`src/rtl/core/rhsv_pkg.sv`:
```
// ----------------------------------------------------------------------------
// rhsv_pkg
// Shared widths and pipeline sizing for the RGB to HSV converter.
// ----------------------------------------------------------------------------
package rhsv_pkg;

  // Width of one color channel, of value and of every divisor.
  localparam int CH_W       = 8;
  // Hue output: 9 integer bits and 6 fractional bits.
  localparam int HUE_W      = 15;
  // Saturation quotient width.
  localparam int SAT_W      = 8;
  // Width of the sector-offset term t, which stays below 6 * 255.
  localparam int T_W        = 11;
  // Hue numerator 3840 * t stays below 2**23.
  localparam int HNUM_W     = T_W + 12;
  // Saturation numerator 255 * d.
  localparam int SNUM_W     = CH_W + SAT_W;
  // Quotient bits resolved in one pipeline stage.
  localparam int DIV_STEPS  = 4;
  // Division stages, set by the wider (hue) quotient.
  localparam int DIV_STAGES = (HUE_W + DIV_STEPS - 1) / DIV_STEPS;
  // All register stages: min/max, numerator setup, then the division stages.
  localparam int NSTG       = DIV_STAGES + 2;
  // First hue code that is out of range (360 degrees times 64).
  localparam logic [HUE_W-1:0] HUE_LIMIT = HUE_W'(23040);

endpackage

```
`src/rtl/core/rhsv_div_step.sv`:
```
// ----------------------------------------------------------------------------
// rhsv_div_step
// A few unrolled steps of restoring long division by an 8-bit divisor.
// ----------------------------------------------------------------------------
module rhsv_div_step #(
  parameter int QW    = 15,
  parameter int STEPS = 4
) (
  input  logic [rhsv_pkg::CH_W-1:0] div_i,
  input  logic [rhsv_pkg::CH_W-1:0] rem_i,
  input  logic [QW-1:0]             quo_i,
  output logic [rhsv_pkg::CH_W-1:0] rem_o,
  output logic [QW-1:0]             quo_o
);

  // The quotient register starts out holding the low numerator bits; each
  // step shifts one numerator bit into the remainder and one quotient bit in.
  always_comb begin
    logic [rhsv_pkg::CH_W-1:0] r;
    logic [QW-1:0]             q;
    logic [rhsv_pkg::CH_W:0]   rr;
    logic                      qbit;
    r = rem_i;
    q = quo_i;
    for (int i = 0; i < STEPS; i++) begin
      rr = {r, q[QW-1]};
      if (rr >= {1'b0, div_i}) begin
        rr   = rr - {1'b0, div_i};
        qbit = 1'b1;
      end else begin
        qbit = 1'b0;
      end
      r = rr[rhsv_pkg::CH_W-1:0];
      q = {q[QW-2:0], qbit};
    end
    rem_o = r;
    quo_o = q;
  end

endmodule

```
`src/rtl/core/rgb_to_hsv_converter_unit.sv`:
```
// ----------------------------------------------------------------------------
// rgb_to_hsv_converter_unit
// Streaming RGB to HSV conversion, one pixel per clock when not stalled.
// ----------------------------------------------------------------------------
// The unit takes one 8-bit RGB word per clock while the output is not
// stalled, so a continuous pixel stream passes at full clock rate. Value is
// the largest channel, saturation is floor(255*(max-min)/max) and hue is
// floor(64*degrees) with six fractional bits, in the range 0 to 23039; grey
// and black pixels give zero hue and zero saturation. The hue division sets
// the pipeline depth: its 15 quotient bits are resolved up to four per stage
// over four stages, behind one stage that finds max and min and one that
// forms the numerators. Each stage has its own valid bit and loads whenever
// it is empty or its word moves on, so bubbles close up and a word waiting
// at the output does not keep new words out until the pipeline is full.
// ----------------------------------------------------------------------------
module rgb_to_hsv_converter_unit (
  input  logic                         clk_i,
  input  logic                         rst_ni,
  input  logic                         in_valid_i,
  output logic                         in_stall_o,
  input  logic [rhsv_pkg::CH_W-1:0]    red_in_i,
  input  logic [rhsv_pkg::CH_W-1:0]    green_in_i,
  input  logic [rhsv_pkg::CH_W-1:0]    blue_in_i,
  output logic                         out_valid_o,
  input  logic                         out_stall_i,
  output logic [rhsv_pkg::HUE_W-1:0]   hue_out_o,
  output logic [rhsv_pkg::SAT_W-1:0]   sat_out_o,
  output logic [rhsv_pkg::CH_W-1:0]    val_out_o
);

  localparam int CW = rhsv_pkg::CH_W;
  localparam int HW = rhsv_pkg::HUE_W;
  localparam int SW = rhsv_pkg::SAT_W;
  localparam int TW = rhsv_pkg::T_W;
  localparam int NS = rhsv_pkg::DIV_STAGES;
  localparam int NG = rhsv_pkg::NSTG;
  localparam int ST = rhsv_pkg::DIV_STEPS;

  // Per-stage valid bits and load enables. Stage 0 holds max/difference/t,
  // stage 1 the numerators and stage k+2 the result of division stage k.
  logic [NG-1:0] vld_q;
  logic [NG-1:0] ld;

  // Stage 0: max, difference and the sector-offset term t.
  logic [CW-1:0] a_mx_d, a_mx_q;
  logic [CW-1:0] a_dif_d, a_dif_q;
  logic [TW-1:0] a_t_d, a_t_q;

  // Division stages.
  logic [CW-1:0] hrem_d [NS+1];
  logic [CW-1:0] hrem_q [NS+1];
  logic [HW-1:0] hquo_d [NS+1];
  logic [HW-1:0] hquo_q [NS+1];
  logic [CW-1:0] srem_d [NS+1];
  logic [CW-1:0] srem_q [NS+1];
  logic [SW-1:0] squo_d [NS+1];
  logic [SW-1:0] squo_q [NS+1];
  logic [CW-1:0] hdiv_d [NS+1];
  logic [CW-1:0] hdiv_q [NS+1];
  logic [CW-1:0] sdiv_d [NS+1];
  logic [CW-1:0] sdiv_q [NS+1];
  logic [CW-1:0] mx_d   [NS+1];
  logic [CW-1:0] mx_q   [NS+1];

  // Flow control: a stage loads when it is empty or its word leaves.
  always_comb begin
    ld[NG-1] = !vld_q[NG-1] || !out_stall_i;
    for (int k = NG - 2; k >= 0; k--) begin
      ld[k] = !vld_q[k] || ld[k+1];
    end
  end

  assign in_stall_o = !ld[0];

  always_ff @(posedge clk_i or negedge rst_ni) begin
    if (!rst_ni) begin
      vld_q <= '0;
    end else begin
      if (ld[0]) begin
        vld_q[0] <= in_valid_i;
      end
      for (int k = 1; k < NG; k++) begin
        if (ld[k]) begin
          vld_q[k] <= vld_q[k-1];
        end
      end
    end
  end

  // Stage 0. The sector is picked with red first, then green, then blue
  // among equal maxima. For a grey pixel red wins with g >= b, so t is zero.
  always_comb begin
    logic [CW-1:0] mn;
    logic [TW-1:0] r_w, g_w, b_w, d_w, d6;
    a_mx_d = red_in_i;
    mn     = red_in_i;
    if (green_in_i > a_mx_d) a_mx_d = green_in_i;
    if (blue_in_i  > a_mx_d) a_mx_d = blue_in_i;
    if (green_in_i < mn)     mn     = green_in_i;
    if (blue_in_i  < mn)     mn     = blue_in_i;
    a_dif_d = a_mx_d - mn;
    r_w = TW'(red_in_i);
    g_w = TW'(green_in_i);
    b_w = TW'(blue_in_i);
    d_w = TW'(a_dif_d);
    d6  = (d_w << 2) + (d_w << 1);
    if (red_in_i == a_mx_d) begin
      if (green_in_i >= blue_in_i) begin
        a_t_d = g_w - b_w;
      end else begin
        a_t_d = d6 - (b_w - g_w);
      end
    end else if (green_in_i == a_mx_d) begin
      a_t_d = (d_w << 1) + b_w - r_w;
    end else begin
      a_t_d = (d_w << 2) + r_w - g_w;
    end
  end

  always_ff @(posedge clk_i) begin
    if (ld[0]) begin
      a_mx_q  <= a_mx_d;
      a_dif_q <= a_dif_d;
      a_t_q   <= a_t_d;
    end
  end

  // Numerator setup. 3840*t and 255*d are shift-and-subtract. The high
  // numerator bits seed the remainder; they are always below the divisor
  // because the quotients fit their widths. A zero divisor only occurs with
  // a zero numerator and is replaced by one so that the quotient is zero.
  always_comb begin
    logic [rhsv_pkg::HNUM_W-1:0] hnum;
    logic [rhsv_pkg::SNUM_W-1:0] snum;
    hnum = {a_t_q, 12'b0} - {4'b0, a_t_q, 8'b0};
    snum = {a_dif_q, 8'b0} - {8'b0, a_dif_q};
    hrem_d[0] = hnum[rhsv_pkg::HNUM_W-1:HW];
    hquo_d[0] = hnum[HW-1:0];
    srem_d[0] = snum[rhsv_pkg::SNUM_W-1:SW];
    squo_d[0] = snum[SW-1:0];
    hdiv_d[0] = (a_dif_q == '0) ? CW'(1) : a_dif_q;
    sdiv_d[0] = (a_mx_q == '0) ? CW'(1) : a_mx_q;
    mx_d[0]   = a_mx_q;
  end

  // Division stages: each resolves up to four quotient bits of each lane.
  for (genvar s = 0; s < NS; s++) begin : g_div
    localparam int HSTEPS = (HW - ST * s > ST) ? ST : HW - ST * s;
    localparam int SSTEPS = (SW - ST * s > ST) ? ST : SW - ST * s;

    rhsv_div_step #(
      .QW    (HW),
      .STEPS (HSTEPS)
    ) u_hue_step (
      .div_i (hdiv_q[s]),
      .rem_i (hrem_q[s]),
      .quo_i (hquo_q[s]),
      .rem_o (hrem_d[s+1]),
      .quo_o (hquo_d[s+1])
    );

    if (SSTEPS > 0) begin : g_sat
      rhsv_div_step #(
        .QW    (SW),
        .STEPS (SSTEPS)
      ) u_sat_step (
        .div_i (sdiv_q[s]),
        .rem_i (srem_q[s]),
        .quo_i (squo_q[s]),
        .rem_o (srem_d[s+1]),
        .quo_o (squo_d[s+1])
      );
    end else begin : g_sat_hold
      assign srem_d[s+1] = srem_q[s];
      assign squo_d[s+1] = squo_q[s];
    end

    assign hdiv_d[s+1] = hdiv_q[s];
    assign sdiv_d[s+1] = sdiv_q[s];
    assign mx_d[s+1]   = mx_q[s];
  end

  always_ff @(posedge clk_i) begin
    for (int s = 0; s <= NS; s++) begin
      if (ld[s+1]) begin
        hrem_q[s] <= hrem_d[s];
        hquo_q[s] <= hquo_d[s];
        srem_q[s] <= srem_d[s];
        squo_q[s] <= squo_d[s];
        hdiv_q[s] <= hdiv_d[s];
        sdiv_q[s] <= sdiv_d[s];
        mx_q[s]   <= mx_d[s];
      end
    end
  end

  // The last division stage is the output register.
  assign out_valid_o = vld_q[NG-1];
  assign hue_out_o   = hquo_q[NS];
  assign sat_out_o   = squo_q[NS];
  assign val_out_o   = mx_q[NS];

`ifndef ASSERT_OFF
  a_hue_range: assert property (@(posedge clk_i) disable iff (!rst_ni)
    out_valid_o |-> (hue_out_o < rhsv_pkg::HUE_LIMIT))
    else $error("hue word out of range");

  a_grey_hue: assert property (@(posedge clk_i) disable iff (!rst_ni)
    (out_valid_o && (sat_out_o == '0)) |-> (hue_out_o == '0))
    else $error("nonzero hue with zero saturation");

  a_black_sat: assert property (@(posedge clk_i) disable iff (!rst_ni)
    (out_valid_o && (val_out_o == '0)) |-> (sat_out_o == '0))
    else $error("nonzero saturation for a black pixel");

  a_accept_fill: assert property (@(posedge clk_i) disable iff (!rst_ni)
    (in_valid_i && !in_stall_o) |=> vld_q[0])
    else $error("accepted word did not enter the first stage");
`endif

endmodule

```
`config.mk`:
```
export PLATFORM = sky130hd
export DESIGN_NAME = rgb_to_hsv_converter_unit
export DESIGN_NICKNAME = d
export VERILOG_FILES = /design/src/rtl/core/rhsv_pkg.sv /design/src/rtl/core/rhsv_div_step.sv /design/src/rtl/core/rgb_to_hsv_converter_unit.sv
export SDC_FILE = /design/constraint.sdc
export NUM_CORES = 1
export LEC_CHECK = 0
export ABC_AREA = 1
export BUFFER_PORTS_ARGS = -buffer_cell sky130_fd_sc_hd__buf_2
export CAP_MARGIN = 20
export CORE_UTILIZATION = 60
export CTS_CLUSTER_SIZE = 12
export DETAILED_ROUTE_END_ITERATION = 10
export PLACE_DENSITY = 0.75
export SLEW_MARGIN = 10
export SYNTH_ARGS = -nofsm -noshare
export SYNTH_HDL_FRONTEND = slang
export SYNTH_SLANG_ARGS = --single-unit
```
`constraint.sdc`:
```
create_clock -name clk_i -period 19.4 [get_ports clk_i]
set_clock_uncertainty 0.05 [all_clocks]
set_input_delay 0.97 -clock clk_i [delete_from_list [all_inputs] [get_ports clk_i]]
set_output_delay 0.97 -clock clk_i [all_outputs]
set_load 0.02 [all_outputs]
```
Yosys cells after proc, flatten, opt, wreduce, memory -nomap -nowiden
Memory sizes are Yosys's and may differ from the RTL's.
Cells that the tools add are included.
Widths: inputs -> output; s select.
{"block": "op_classes", "addsub": 34, "n_lt_le_gt_ge": 28, "eq_ne": 2, "n_mux": 65, "n_reduce_logical": 16}
{"cell": "$mux 8", "count": 29}
{"cell": "$ge 9x8->1", "count": 23}
{"cell": "$sub 8x8->8", "count": 24}
{"cell": "$mux 1", "count": 33}
{"cell": "$mux 11", "count": 3}
{"cell": "$sub 23x19->23", "count": 1}
{"cell": "$sub 8x8->9", "count": 2}
{"cell": "$eq 8x8->1", "count": 2}
{"cell": "$gt 8x8->1", "count": 2}
{"cell": "$logic_not 8->1", "count": 2}
{"cell": "$lt 8x8->1", "count": 2}
{"cell": "$sub 16x8->16", "count": 1}
{"cell": "$add 10x8->11", "count": 1}
{"cell": "$add 10x9->11", "count": 1}
{"cell": "$sub 10x8->11", "count": 1}
{"cell": "$sub 11x11->11", "count": 1}
{"cell": "$sub 11x8->11", "count": 1}
{"cell": "$add 9x8->10", "count": 1}
{"cell": "$ge 8x8->1", "count": 1}
{"cell": "$logic_not 1->1", "count": 8}
{"cell": "$logic_or 1x1->1", "count": 6}
{"block": "totals", "register_bits": 33, "ramBits": 315, "in_bits": 28, "output_inout_bits": 33, "wordCells": 161, "n_memories": 7}
{"memory": "hquo_q", "depth": 5, "word_bits": 15, "rd": 5, "rd_clocked_by_memory_dff": 0, "write_ports": 5, "line": "rgb_to_hsv_converter_unit.sv:53", "source": "logic [HW-1:0] hquo_q [NS+1];"}
{"memory": "hdiv_q", "depth": 5, "word_bits": 8, "rd": 4, "rd_clocked_by_memory_dff": 0, "write_ports": 5, "line": "rgb_to_hsv_converter_unit.sv:59", "source": "logic [CW-1:0] hdiv_q [NS+1];"}
{"memory": "hrem_q", "depth": 5, "word_bits": 8, "rd": 4, "rd_clocked_by_memory_dff": 0, "write_ports": 5, "line": "rgb_to_hsv_converter_unit.sv:51", "source": "logic [CW-1:0] hrem_q [NS+1];"}
{"memory": "mx_q", "depth": 5, "word_bits": 8, "rd": 5, "rd_clocked_by_memory_dff": 0, "write_ports": 5, "line": "rgb_to_hsv_converter_unit.sv:63", "source": "logic [CW-1:0] mx_q [NS+1];"}
{"memory": "sdiv_q", "depth": 5, "word_bits": 8, "rd": 4, "rd_clocked_by_memory_dff": 0, "write_ports": 5, "line": "rgb_to_hsv_converter_unit.sv:61", "source": "logic [CW-1:0] sdiv_q [NS+1];"}
{"memory": "squo_q", "depth": 5, "word_bits": 8, "rd": 5, "rd_clocked_by_memory_dff": 0, "write_ports": 5, "line": "rgb_to_hsv_converter_unit.sv:57", "source": "logic [SW-1:0] squo_q [NS+1];"}
{"memory": "+1 memories"}

Depth between registers and ports, before layout
Gate-level depths: netlist of the first run.
{"block": "logic_depth", "ltp_word": 9, "mapped_depth": 52, "mapped_depth_nobuf": 51}

Cells and area by module
Synthesis of the first run repeated with hierarchy kept, for this count alone.
{"block": "hier_totals", "cells_unflattened": 3096, "hier_area_um2": 25227.9}
{"mod": "rgb_to_hsv_converter_unit", "instances": 1, "cells_per_inst": 1118, "area_per_inst_um2": 13451.7, "seq_area_each_um2": 8257.9}
{"mod": "rhsv_div_step (g_div[1].u_hue_step ...)", "instances": 2, "cells_per_inst": 346, "area_per_inst_um2": 2029.4, "seq_area_each_um2": 0.0}
{"mod": "rhsv_div_step (g_div[0].u_hue_step)", "instances": 1, "cells_per_inst": 343, "area_per_inst_um2": 2073.2, "seq_area_each_um2": 0.0}
{"mod": "rhsv_div_step (g_div[0].g_sat.u_sat_step)", "instances": 1, "cells_per_inst": 339, "area_per_inst_um2": 2062.0, "seq_area_each_um2": 0.0}
{"mod": "rhsv_div_step (g_div[1].g_sat.u_sat_step)", "instances": 1, "cells_per_inst": 339, "area_per_inst_um2": 1976.9, "seq_area_each_um2": 0.0}
{"mod": "rhsv_div_step (g_div[3].u_hue_step)", "instances": 1, "cells_per_inst": 265, "area_per_inst_um2": 1605.3, "seq_area_each_um2": 0.0}

Worst setup path after synthesis of the first run
No wires, ideal clock.
{"block": "synth_timing", "path_kind": "input port to flip-flop", "startpoint": "input port out_stall_i", "endpoint": "register a_dif_q[0] (enable)", "setup_ns": 0.382, "arrival_time_ns": 7.137, "required_time_ns": 18.968, "slack_ns": 11.832, "stages": 11, "path_buffers": 0, "path_cell_list": "nand2_1 > nor2_1 > inv_1 > nor2_1 > inv_1 > nor2_1 > inv_1 > nor2_1 > inv_1 > nor2_1 > inv_1"}
{"block": "synth_via", "elab_chain_len": 7}
{"item": "start: declaration", "line": "rgb_to_hsv_converter_unit.sv:25", "source": "input logic out_stall_i,"}
{"item": "$logic_not 1->1", "line": "rgb_to_hsv_converter_unit.sv:67", "source": "ld[NG-1] = !vld_q[NG-1] || !out_stall_i;"}
{"item": "$logic_or 1x1->1", "line": "rgb_to_hsv_converter_unit.sv:67"}
{"item": "$logic_or 1x1->1", "line": "rgb_to_hsv_converter_unit.sv:69", "source": "ld[k] = !vld_q[k] || ld[k+1];"}
{"item": "named net ld[4]", "line": "rgb_to_hsv_converter_unit.sv:42", "source": "logic [NG-1:0] ld;"}
{"item": "$logic_or 1x1->1", "line": "rgb_to_hsv_converter_unit.sv:69"}
{"item": "named net ld[3]", "line": "rgb_to_hsv_converter_unit.sv:42"}
{"item": "$logic_or 1x1->1", "line": "rgb_to_hsv_converter_unit.sv:69"}
{"item": "named net ld[2]", "line": "rgb_to_hsv_converter_unit.sv:42"}
{"item": "$logic_or 1x1->1", "line": "rgb_to_hsv_converter_unit.sv:69"}
{"item": "named net ld[1]", "line": "rgb_to_hsv_converter_unit.sv:42"}
{"item": "$logic_or 1x1->1", "line": "rgb_to_hsv_converter_unit.sv:69"}
{"item": "end signal: assignment", "line": "rgb_to_hsv_converter_unit.sv:123", "source": "a_dif_q <= a_dif_d;"}
{"item": "end: declaration", "line": "rgb_to_hsv_converter_unit.sv:46", "source": "logic [CW-1:0] a_dif_d, a_dif_q;"}
The timed path passes the listed nets, and every way through them passes these cells.
A chain may end at the register's enable or synchronous reset.

==> results of run 1 <==
-- worst max-delay path, delay by kind of cell, from the launching register on --
family / cells / cell delay [ns]
AND/OR/NAND/NOR: 20 / 2.78
flip-flops: 1 / 0.41
AO/OA/AOI/OAI: 15 / 3.05
adder cells (fa/ha/maj): 4 / 1.27
buffers and inverters: 7 / 0.82
-- metal layers --
| layer | part of all wire, % | wire length [um] | vias up |
|---|---|---|---|
| met5 | 0 | 0 | - |
| met4 | 3.4 | 1660 | 0 |
| met3 | 4.5 | 2220 | 98 |
| met2 | 48 | 23700 | 430 |
| met1 | 44 | 21300 | 7789 |
| li1 | - | - | 8470 |
-- Yosys cell counts, types with 11 or more instances --
| cell | instances |
|---|---|
| clkbuf_1 | 18 |
| fa_1 | 44 |
| a21oi_1 | 166 |
| xnor2_1 | 55 |
| ha_1 | 267 |
| nand3_1 | 71 |
| nand4_1 | 23 |
| o21ai_1 | 56 |
| nand2_2 | 15 |
| o21ai_2 | 17 |
| inv_1 | 362 |
| nor3_1 | 17 |
| nand2_1 | 560 |
| a21o_1 | 12 |
| o21ai_0 | 134 |
| inv_2 | 14 |
| edfxtp_1 | 252 |
| nor2_1 | 133 |
| or2_2 | 17 |
| o21bai_1 | 12 |
| xor2_1 | 100 |
| nor2_2 | 11 |
-- cell type report --
| class | instances | area (um^2) |
|---|---|---|
| flip-flops and latches | 258 | 7720 |
| multi-input cells | 1819 | 12100 |
| repair buffers | 66 | 365 |
| clock inverters | 15 | 149 |
| well taps | 455 | 569 |
| inverters | 378 | 1420 |
| clock buffers | 38 | 759 |
| fillers | 2862 | 11800 |
-- stage by stage --
step / hold slack, ns / utilization, % / setup slack, ns / instance area, um^2
detailed placement: 0.355 / 63.5 / 10.89 / 22100
finish: 0.208 / 66.1 / 10.76 / 23100
global placement: 0.352 / 63.5 / 11.19 / 22100
global route: 0.195 / 66.1 / 9.97 / 23100
CTS: 0.192 / 66.1 / 10.87 / 23000
floorplan: 0.350 / - / 11.83 / 21400
-- cells by family (layout without fill, tap and decap cells) --
logic type               Yosys count  after routing  synth area share [%]
AO/OA/AOI/OAI                    459            459                  12.2
XOR/XNOR                         155            155                  6.33
adder cells (fa/ha/maj)          311            311                  19.7
buffers and inverters            415            497                  7.64
flip-flops                       258            258                  36.0
multiplexers                       1              1                0.0525
AND/OR/NAND/NOR                  893            893                  18.0
-- flip-flops by register name, summed over array words and instances (netlist names) --
register	flops
hquo_q	49
mx_q	40
squo_q	40
hdiv_q	32
hrem_q	32
sdiv_q	16
srem_q	16
a_t_q	11
a_dif_q	8
a_mx_q	8
vld_q	6
-- final timing paths --
check                                            from                 endpoint
min in group clk_i            squo_q[0][10]$_DFFE_PP_  squo_q[0][22]$_DFFE_PP_
max in group asynchronous                      rst_ni     vld_q[2]$_DFFE_PN0P_
min reg2reg                   squo_q[0][10]$_DFFE_PP_  squo_q[0][22]$_DFFE_PP_
max reg2reg                hdiv_q[0][6]$_SDFFCE_PP0P_  hrem_q[0][15]$_DFFE_PP_
min                                            rst_ni     vld_q[4]$_DFFE_PN0P_
max                        hdiv_q[0][6]$_SDFFCE_PP0P_  hrem_q[0][15]$_DFFE_PP_
==> impl_metrics.csv, run 1 <==
group,metric,value,unit
status,outcome,"complete, no violations",
yosys,synth.largest_area_cell,"edfxtp_1",
yosys,ys_types,61,
clocking,ctsResizeCount,0,
floorplanning,core_region_area,0.0349,mm^2
setup_path,crit_top_cell,"nand2_1",
layout,drive_gt1_share,8.47,%
placement,place_congestion,1.02,
layout,instances_no_fill,3029,
clocking,cts_buffer_depth,3,
detailed_routing,vias_per_cell,5.54,
global_route,overflow,0,
clocking,cts_root_buffer,"clkbuf_16",
floorplanning,die_w,191,um
yosys,asyncSetResetFlopFracSynth,2.33,%
clocking,cts_setup_buffers,0,
layout,area_delta_synth_final,7.60,%
clocking,clock_latency,0.55,ns
global_route,use_met2,47.3,%
sta,tightest_slew,1.06,ns
yosys,synth_seq_cells,258,
layout,final_cell_mix,"nand2_1 (560), inv_1 (359), ha_1 (267), edfxtp_1 (252), a21oi_1 (166)",
yosys,netlist.area_leader.share,35.3,%
global_route,top_usage_layer,"met2",
global_route,use_met1,35.1,%
global_route,grt_max_degree,57,
layout,n_antenna_cell,0,
setup_path,worstPathMaxFanout,14,
detailed_routing,wl_per_cell,16.1,um
detailed_routing,wirelength,48800,um
setup_path,max_stage_delay,0.48,ns
setup_path,crit_arrival,8.88,ns
sta,maxSlewViolCount,0,
sta,grt_setup_unrepaired,"no",
yosys,synth_nets,2831,
setup_path,crit_path_end_kind,"flip-flop",
global_route,grt_pass1_wl,79600,um
yosys,syn_avg_cell_area,8.60,um^2
clocking,postCtsHoldBufs,0,
sta,period_share,44.6,%
detailed_routing,drtIter0Drc,1098,
global_route,grt_use_met3,2.83,%
layout,final_nets,2891,
clocking,cts_sinks,258,
setup_path,cp-start-kind,"flip-flop",
global_route,grt_usage,27.3,%
setup_path,required,19.64,ns
setup_path,cpMaxStageDelayCell,"o31ai_1",
yosys,yosysSeqAreaShare,36.0,%
sta,setup_viol,0,
sta,finalSetupTns,0,ns
clocking,path_clk_slew,0.06,ns
yosys,synth_area_leaders,"edfxtp_1 (35%), ha_1 (16%), nand2_1 (9.8%)",
clocking,h-tree-depth,1,
global_route,grt_pass1_vias,16200,
sta,max_slew_margin,29.5,%
detailed_routing,dr_total_vias,16800,
floorplanning,die_h,191,um
clocking,cts_tree,"done",
yosys,ys.flop_type,"edfxtp_1",
sta,finalHoldViolations,0,
yosys,netlist_area,0.0214,mm^2
placement,dp_cells,2975,
placement,hpwl,38900,um
setup_path,critPathKind,"reg2reg",
clocking,cts_made_buffers,29,
placement,numPortBuffers,60,
detailed_routing,ant_nets,0,
setup_path,reg2reg_depth,46,
run,maxCapViolCount,0,
worst_hold_path,hold_class,"in2async",
detailed_routing,drc,0,
sta,clock.fmax,116,MHz
setup_path,rrSetupSlack,10.76,ns
floorplanning,rows,68,
floorplanning,ioPinCount,61,
sta,min_period,8.64,ns
global_route,antenna_found_initial,0,
detailed_routing,dr.pass1.iters,5,
floorplanning,floorplan.initialDensity,61.5,%
layout,final_common_cell,"nand2_1",
yosys,synth-warning-count,0,
yosys,synth-edff-count,252,
yosys,synth_cells,2492,
floorplanning,die-area,0.0365,mm^2
Power of run 1 is left out: the tool's default activity adds up to more than one toggle a clock period on the data nets, which glitch-free logic cannot reach.
==> run 2, diff against run 1 <==
- clock period: 19.4 -> 8.45 ns (I/O delays scaled with it)
==> run 2 against run 1 <==
Cell count rose by 1.1%; core utilization up 1.0 points; die area unchanged; sequential share of layout area fell by 0.52 points; design area increased by 1.6%; flip-flop and latch count unchanged; maximum frequency rose by 11%; global-route usage decreased by 0.089 points; clock-buffer cell count down 2; routed wire length is 2.4% higher; register-to-register slack worse by 10 ns.
==> impl_metrics.csv, run 2 (synthesized netlist as in run 1, its figures left out) <==
group,metric,value,unit
layout,largest-register,"hquo_q",
detailed_routing,dr.pass1.iters,7,
sta,max_slew_margin,46.2,%
layout,final_common_cell,"nand2_1",
placement,hpwl,38800,um
sta,holdWs,0.0649,ns
layout,post-route-util,67.2,%
detailed_routing,vias_per_cell,5.56,
setup_path,cp-start-kind,"flip-flop",
setup_path,critPathKind,"reg2reg",
detailed_routing,dr_total_vias,17000,
sta,tightest_slew,0.804,ns
status,outcome,"complete, no violations",
clocking,h-tree-depth,1,
clocking,cts_root_buffer,"clkbuf_16",
layout,largestRegisters,"hquo_q (49), mx_q (40), squo_q (40)",
global_route,grt_pass1_vias,16200,
setup_path,crit_arrival,8.02,ns
placement,place_area,0.0222,mm^2
clocking,clock_latency,0.55,ns
clocking,cts_made_buffers,29,
setup_path,required,8.66,ns
placement,place_congestion,0.944,
clocking,cts_tree,"done",
floorplanning,die_w,191,um
sta,min_period,7.81,ns
setup_path,max_stage_delay,0.39,ns
floorplanning,ioPinCount,61,
sta,setup_viol,0,
floorplanning,rows,68,
setup_path,worstPathMaxFanout,9,
setup_path,path_buf_inv,5,
global_route,grt_usage,27.2,%
sta,finalSetupTns,0,ns
detailed_routing,wirelength,50000,um
sta,finalHoldViolations,0,
layout,area_delta_synth_final,9.30,%
worst_hold_path,hold_class,"in2reg",
clocking,cts_sinks,258,
floorplanning,core_region_area,0.0349,mm^2
detailed_routing,wl_per_cell,16.3,um
setup_path,crit_path_end_kind,"flip-flop",
layout,n_antenna_cell,0,
floorplanning,floorplan.initialDensity,61.5,%
sta,period_share,92.4,%
layout,drive_gt1_share,10.5,%
detailed_routing,ant_nets,0,
global_route,overflow,0,
detailed_routing,drtIter0Drc,1052,
clocking,path_clk_slew,0.06,ns
global_route,grt_max_degree,57,
sta,maxSlewViolCount,0,
layout,largest_reg_flops,49,
layout,regArea,0.00772,mm^2
setup_path,cpMaxStageDelayCell,"edfxtp_1",
floorplanning,die-area,0.0365,mm^2
sta,clock.fmax,128,MHz
global_route,grt_pass1_wl,79500,um
clocking,cts_buffer_depth,3,
run,maxCapViolCount,0,
floorplanning,die_h,191,um
layout,fillers,2860,
layout,stdcell_area,0.0234,mm^2
setup_path,crit_top_cell,"nand2_1",
layout,final_nets,2930,
global_route,antenna_found_initial,0,
setup_path,cp_top_family,"compound AO/OA/AOI/OAI gates",
detailed_routing,drc,0,
layout,final_cell_mix,"nand2_1 (561), inv_1 (349), ha_1 (266), edfxtp_1 (252), a21oi_1 (165)",
layout,multi_input_area,0.0122,mm^2
placement,numPortBuffers,60,
## run 2: cell types whose count changed in the layout (fill, tap and decap cells not counted), sizes merged
cell,previous run,this run
dlygate4sd3,0,1
clkinvlp,0,5
inv,380,378
clkbuf,38,36
clkinv,11,5
nor2,152,155
buf,66,100
nand2,580,581
## run 2: final timing paths
| path | start | end | slack, ns | depth (start not counted) |
|---|---|---|---|---|
| worst min-delay path | in_valid_i | vld_q[0]$_DFFE_PN0N_ | 0.06 | 2 |
| min in group asynchronous | rst_ni | vld_q[3]$_DFFE_PN0P_ | 0.23 | 2 |
| worst max-delay path | sdiv_q[0][9]$_DFFE_PP_ | squo_q[0][16]$_DFFE_PP_ | 0.64 | 48 |
| worst min register to register | hquo_q[0][15]$_DFFE_PP_ | hquo_q[0][34]$_DFFE_PP_ | 0.36 | 0 |
| max in group asynchronous | rst_ni | vld_q[4]$_DFFE_PN0P_ | 7.91 | 2 |
| worst max register to register | sdiv_q[0][9]$_DFFE_PP_ | squo_q[0][16]$_DFFE_PP_ | 0.64 | 48 |
## run 2: area by class of cell
class	instances	area share [%]
multi-input combinational	1823	52.0
sequential	258	32.9
inverter	378	6.09
clock buffer	36	3.21
timing repair buffer	101	2.74
tap	455	2.43
clock inverter	12	0.550
## run 2: metrics by stage
stage	setup WS, ns	std cells
floorplan	1.31	2492
global placement	0.565	2978
CTS	0.145	3027
global route	-0.0448	3063
detailed placement	0.187	2978
finish	0.639	3063
## run 2: timing repair
| item | 4_1_cts | 5_1_grt |
|---|---|---|
| buffers inserted | 0 | 31 |
| gates resized for setup | 0 | 27 |
| hold buffers | 1 | 0 |
| endpoints found under the setup margin | 0 | 33 |
| endpoints found under the hold margin | 6 | 0 |
## run 2: per-layer routing
layer | GRT usage (%) | share of wire [%] | wire, um
met2 | 48.4 | 49 | 24600
met5 | 0 | 0 | 0
met3 | 2.02 | 3.9 | 1950
met1 | 34.8 | 44 | 22000
met4 | 8.92 | 2.8 | 1400
Power of run 2 is left out for the same reason.
